### src/rtl/imm_ram.sv
module imm_ram #(
    parameter int WIDTH  = 32,
    parameter int DEPTH  = 64,
    parameter int ADDR_W = (DEPTH > 1) ? $clog2(DEPTH) : 1
) (
    input  logic              i_clk,
    input  logic              i_wr_en,
    input  logic [ADDR_W-1:0] i_wr_addr,
    input  logic [WIDTH-1:0]  i_wr_data,
    input  logic              i_rd_en,
    input  logic [ADDR_W-1:0] i_rd_addr,
    output logic [WIDTH-1:0]  o_rd_data
);

    logic [WIDTH-1:0] r_mem [DEPTH];
    logic [WIDTH-1:0] r_rd_data;

    always_ff @(posedge i_clk) begin
        if (i_wr_en) begin
            r_mem[i_wr_addr] <= i_wr_data;
        end
        if (i_rd_en) begin
            r_rd_data <= r_mem[i_rd_addr];
        end
    end

    assign o_rd_data = r_rd_data;

endmodule

### config.mk
export PLATFORM = sky130hd
export DESIGN_NAME = imm_ram
export DESIGN_NICKNAME = d
export VERILOG_FILES = /design/src/rtl/imm_ram.sv
export SDC_FILE = /design/constraint.sdc
export NUM_CORES = 2
export LEC_CHECK = 0
export BUFFER_PORTS_ARGS = -buffer_cell sky130_fd_sc_hd__buf_2
export CAP_MARGIN = 20
export CORE_MARGIN = 5
export CORE_UTILIZATION = 40
export CTS_CLUSTER_SIZE = 28
export DETAILED_ROUTE_END_ITERATION = 10
export PLACE_DENSITY_LB_ADDON = 0.2
export RECOVER_POWER = 50
export SETUP_SLACK_MARGIN = 0.2
export SLEW_MARGIN = 20
export SYNTH_ARGS = -nofsm -noshare
export SYNTH_HDL_FRONTEND = slang
export SYNTH_SLANG_ARGS = --single-unit
export TNS_END_PERCENT = 20
### constraint.sdc
create_clock -name i_clk -period 9.3 [get_ports i_clk]
set_input_delay 1.395 -clock i_clk [delete_from_list [all_inputs] [get_ports i_clk]]
set_output_delay 1.395 -clock i_clk [all_outputs]
set_load 0.005 [all_outputs]
Word level (Yosys, flattened, before mapping):

Memory sizes are Yosys's and may differ from the RTL's. A register that Yosys moved wholly into a read port is not among the register bits.
Index checks and enable logic that the tools add are counted.

* bits in registers: 0
* bits in writable memories: 2048
* word-level logic and storage cells: 3
* memories: 1

* muxes and demuxes: 2

Memories
* r_mem: depth 64, width 32, rd ports 1, clocked after memory_dff 1, write ports 1, line 15 `logic [WIDTH-1:0] r_mem [DEPTH];`

Operator list (count)
* $mux 1: 2

Logic depth before layout (Yosys ltp):

* depth in word-level cells: 2
* mapped depth: 10

Least setup slack after synthesis:

No wires, ideal clock.

* path kind: in2reg
* start point: input i_wr_addr[3]
* end point: memory r_mem[48][0], enable pin
* library setup time: 0.461 ns
* arrival: 4.094 ns
* setup slack: 4.745 ns
* stages: 4
* path through: clkbuf_1 > nor2b_1 > nand4b_1 > nor3_1

RTL lines
* start, declared: line 8 `input logic [ADDR_W-1:0] i_wr_addr,`
* end, declared: line 15

No word-level cell before the write port.

==> flow_summary.json <==
{
  "finalCritPeriodShare_pct": 44.9,
  "drc": 0,
  "endpoint_kind": "flop",
  "fin_nets": 3603,
  "place_hpwl_mm": 113,
  "crit_arrival_ns": 4.71,
  "setup_violations": 0,
  "path_class": "in -> reg",
  "yosys_warnings": 0,
  "worst_slew_pin_slew_ns": 4.06,
  "ios": 79,
  "fmax_mhz": 239,
  "vias": 36900,
  "dpl_cell_area_sq_um": 83200,
  "start_util_pct": 40.1,
  "maxCapViolations": 33,
  "hp-class": "reg -> reg",
  "slew_viol_final": 2113,
  "grt_pass1_wl_mm": 302,
  "clk_latency_ns": 0.85,
  "synth-seq-area-share_pct": 79.2,
  "cts_setup_buffers": 0,
  "dp_cells": 5983,
  "drt_iter0_markers": 3928,
  "synth.distinct_cells": 33,
  "htree_levels": 4,
  "power_density_nw_per_um2": 216,
  "wl_mm": 218,
  "die_y_microns": 454,
  "slowest_stage": "o22ai_1",
  "cts_hold_buf": 0,
  "cts_resized": 0,
  "place_congestion": 0.754,
  "cts_root_buf": "clkbuf_16",
  "drive_above_1_share_pct": 28.1,
  "violations": "capacitance limit, slew limit",
  "grt_pass1_vias": 37500,
  "synthMuxAreaShare_pct": 16.7,
  "core_sq_um": 197000,
  "clk_pin_slew_ns": 0.06,
  "p_total_uw": 19300,
  "synth-seq-cells": 2080,
  "syn_inst": 3324,
  "rsz0062_at_grt": "false",
  "synthXorXnorAreaFrac_pct": 0,
  "num_rows": 163,
  "grt_max_degree": 115,
  "final_common_cell": "edfxtp_1",
  "via_per_inst": 5.80,
  "critPathMaxStageDelay_ns": 0.78,
  "status": "finished, violations left",
  "tns_ns": 0,
  "numCtsBuffers": 211,
  "crit_fanout": 114,
  "clock-sinks": 2080,
  "p_leak_uw": 0.0274,
  "syn_area_sq_um": 78800,
  "cp-start-kind": "input pin",
  "finClkSkew_ns": 0.0470,
  "min_period_ns": 4.18,
  "numPortBuffers": 78,
  "synthToLayoutAreaGrowth_pct": 13.5,
  "fp.dieW_microns": 454,
  "grt_use_total_pct": 21.0,
  "synth_nets": 3371,
  "die_area_sq_um": 206000,
  "final-hold-violation-count": 0,
  "fin_area_sq_um": 89500,
  "vdd_drop_max_mv": 0.181,
  "cp_common_cell": "mux4_2",
  "clockBufferDepth": 3,
  "ant_nets": 0,
  "antenna_found_initial": 13,
  "required_ns": 9.83,
  "slew_headroom_pct": -171,
  "path_cells": "buf_8 -> buf_12 -> mux4_2 -> mux4_2 -> o22ai_1 -> nor2_1",
  "wl_per_cell_microns": 34.2,
  "synth-adder-area-share_pct": 0,
  "synth_top_family_by_area": "multiplexers",
  "drt_first_pass_iters": 5,
  "syn_avg_cell_area_sq_um": 23.7,
  "final_cell_count_no_fill": 6370,
  "layout_common_cells": "edfxtp_1 (2080), mux4_2 (544), clkbuf_16 (215)",
  "synth-compound-area-share_pct": 1.67,
  "synth-simple-area-share_pct": 1.26,
  "grt_overflow": 0,
  "cts_tree": "done"
}
==> routing by layer <==
layer	global-route usage [%]	share of wire, %	up-vias
li1	-	-	14800
met1	28.7	41	20300
met2	34.1	49	1514
met3	4.34	7.3	321
met4	6.96	3.2	4
met5	0	0.012	-
==> worst max-delay path: cells and delay by family <==
| family | cells | cell delay, ns |
|---|---|---|
| buf+inv | 2 | 1.26 |
| mux | 2 | 0.93 |
| compound gates | 1 | 0.78 |
| simple gates | 1 | 0.12 |
==> area by class of cell <==
type | count | area, sq um
Antenna cell | 12 | 30.0
Clock buffer | 265 | 5570
Clock inverter | 110 | 806
Fill cell | 16400 | 107000
Multi-Input combinational cell | 1062 | 16000
Sequential cell | 2080 | 62500
Tap cell | 2640 | 3300
Timing Repair Buffer | 201 | 1370
==> Yosys cell counts (all sizes together) <==
| library cell | count | area (sq um) |
|---|---|---|
| edfxtp | 2080 | 62500 |
| mux4 | 544 | 12300 |
| nor2 | 137 | 514 |
| buf | 108 | 608 |
| mux2i | 93 | 931 |
| o22ai | 84 | 526 |
| clkbuf | 74 | 278 |
| a21oi | 62 | 310 |
| o221ai | 27 | 236 |
| nand2 | 26 | 97.6 |
| nor2b | 15 | 93.8 |
| a22oi | 12 | 90.1 |
| a311oi | 8 | 70.1 |
| nand2b | 8 | 50.1 |
| nor3 | 7 | 35.0 |
| nand3 | 5 | 25.0 |
| nand3b | 5 | 37.5 |
| or3b | 5 | 43.8 |
| a41o | 4 | 40.0 |
| and3 | 4 | 25.0 |
| o32ai | 4 | 35.0 |
| or2 | 3 | 18.8 |
| or3 | 3 | 18.8 |
| and2 | 2 | 12.5 |
| nand4 | 2 | 12.5 |
| a31oi | 1 | 6.26 |
| nand4b | 1 | 8.76 |
==> worst paths after layout <==
check | from | end | depth (start not counted) | slack (ns)
setup reg to reg | r_mem[4][11] | o_rd_data[11] | 4 | 6.74
hold reg to reg | r_mem[12][8] | o_rd_data[8] | 4 | 0.82
hold / removal | r_mem[12][8] | o_rd_data[8] | 4 | 0.82
setup / recovery | i_rd_addr[1] | o_rd_data[25] | 6 | 5.12
==> per-stage QoR <==
step	worst slack, ns	hold WS [ns]	util, %
floorplan	4.75	0.750	-
global placement	4.14	0.843	42.3
detailed placement	4.16	0.831	42.3
CTS	5.08	0.838	45.6
global route	5.00	0.863	45.5
finish	5.12	0.823	45.5
==> kinds of logic (layout without fill, tap and decap cells) <==
kind of cell | Yosys count | in the layout
other | 0 | 12
AO/OA/AOI/OAI | 202 | 202
multiplexers | 637 | 637
AND/OR/NAND/NOR | 223 | 223
flip-flops | 2080 | 2080
buffers and inverters | 182 | 576
==> registers in the layout (all words and copies together) (netlist names) <==
register	count
r_mem	2048
o_rd_data	32
==> where the power goes <==
group	internal [uW]	switching (uW)
Combinational	331	598
Sequential	10400	44.3
Clock	4460	3470
No activity file was read; power rests on OpenSTA's default activity.
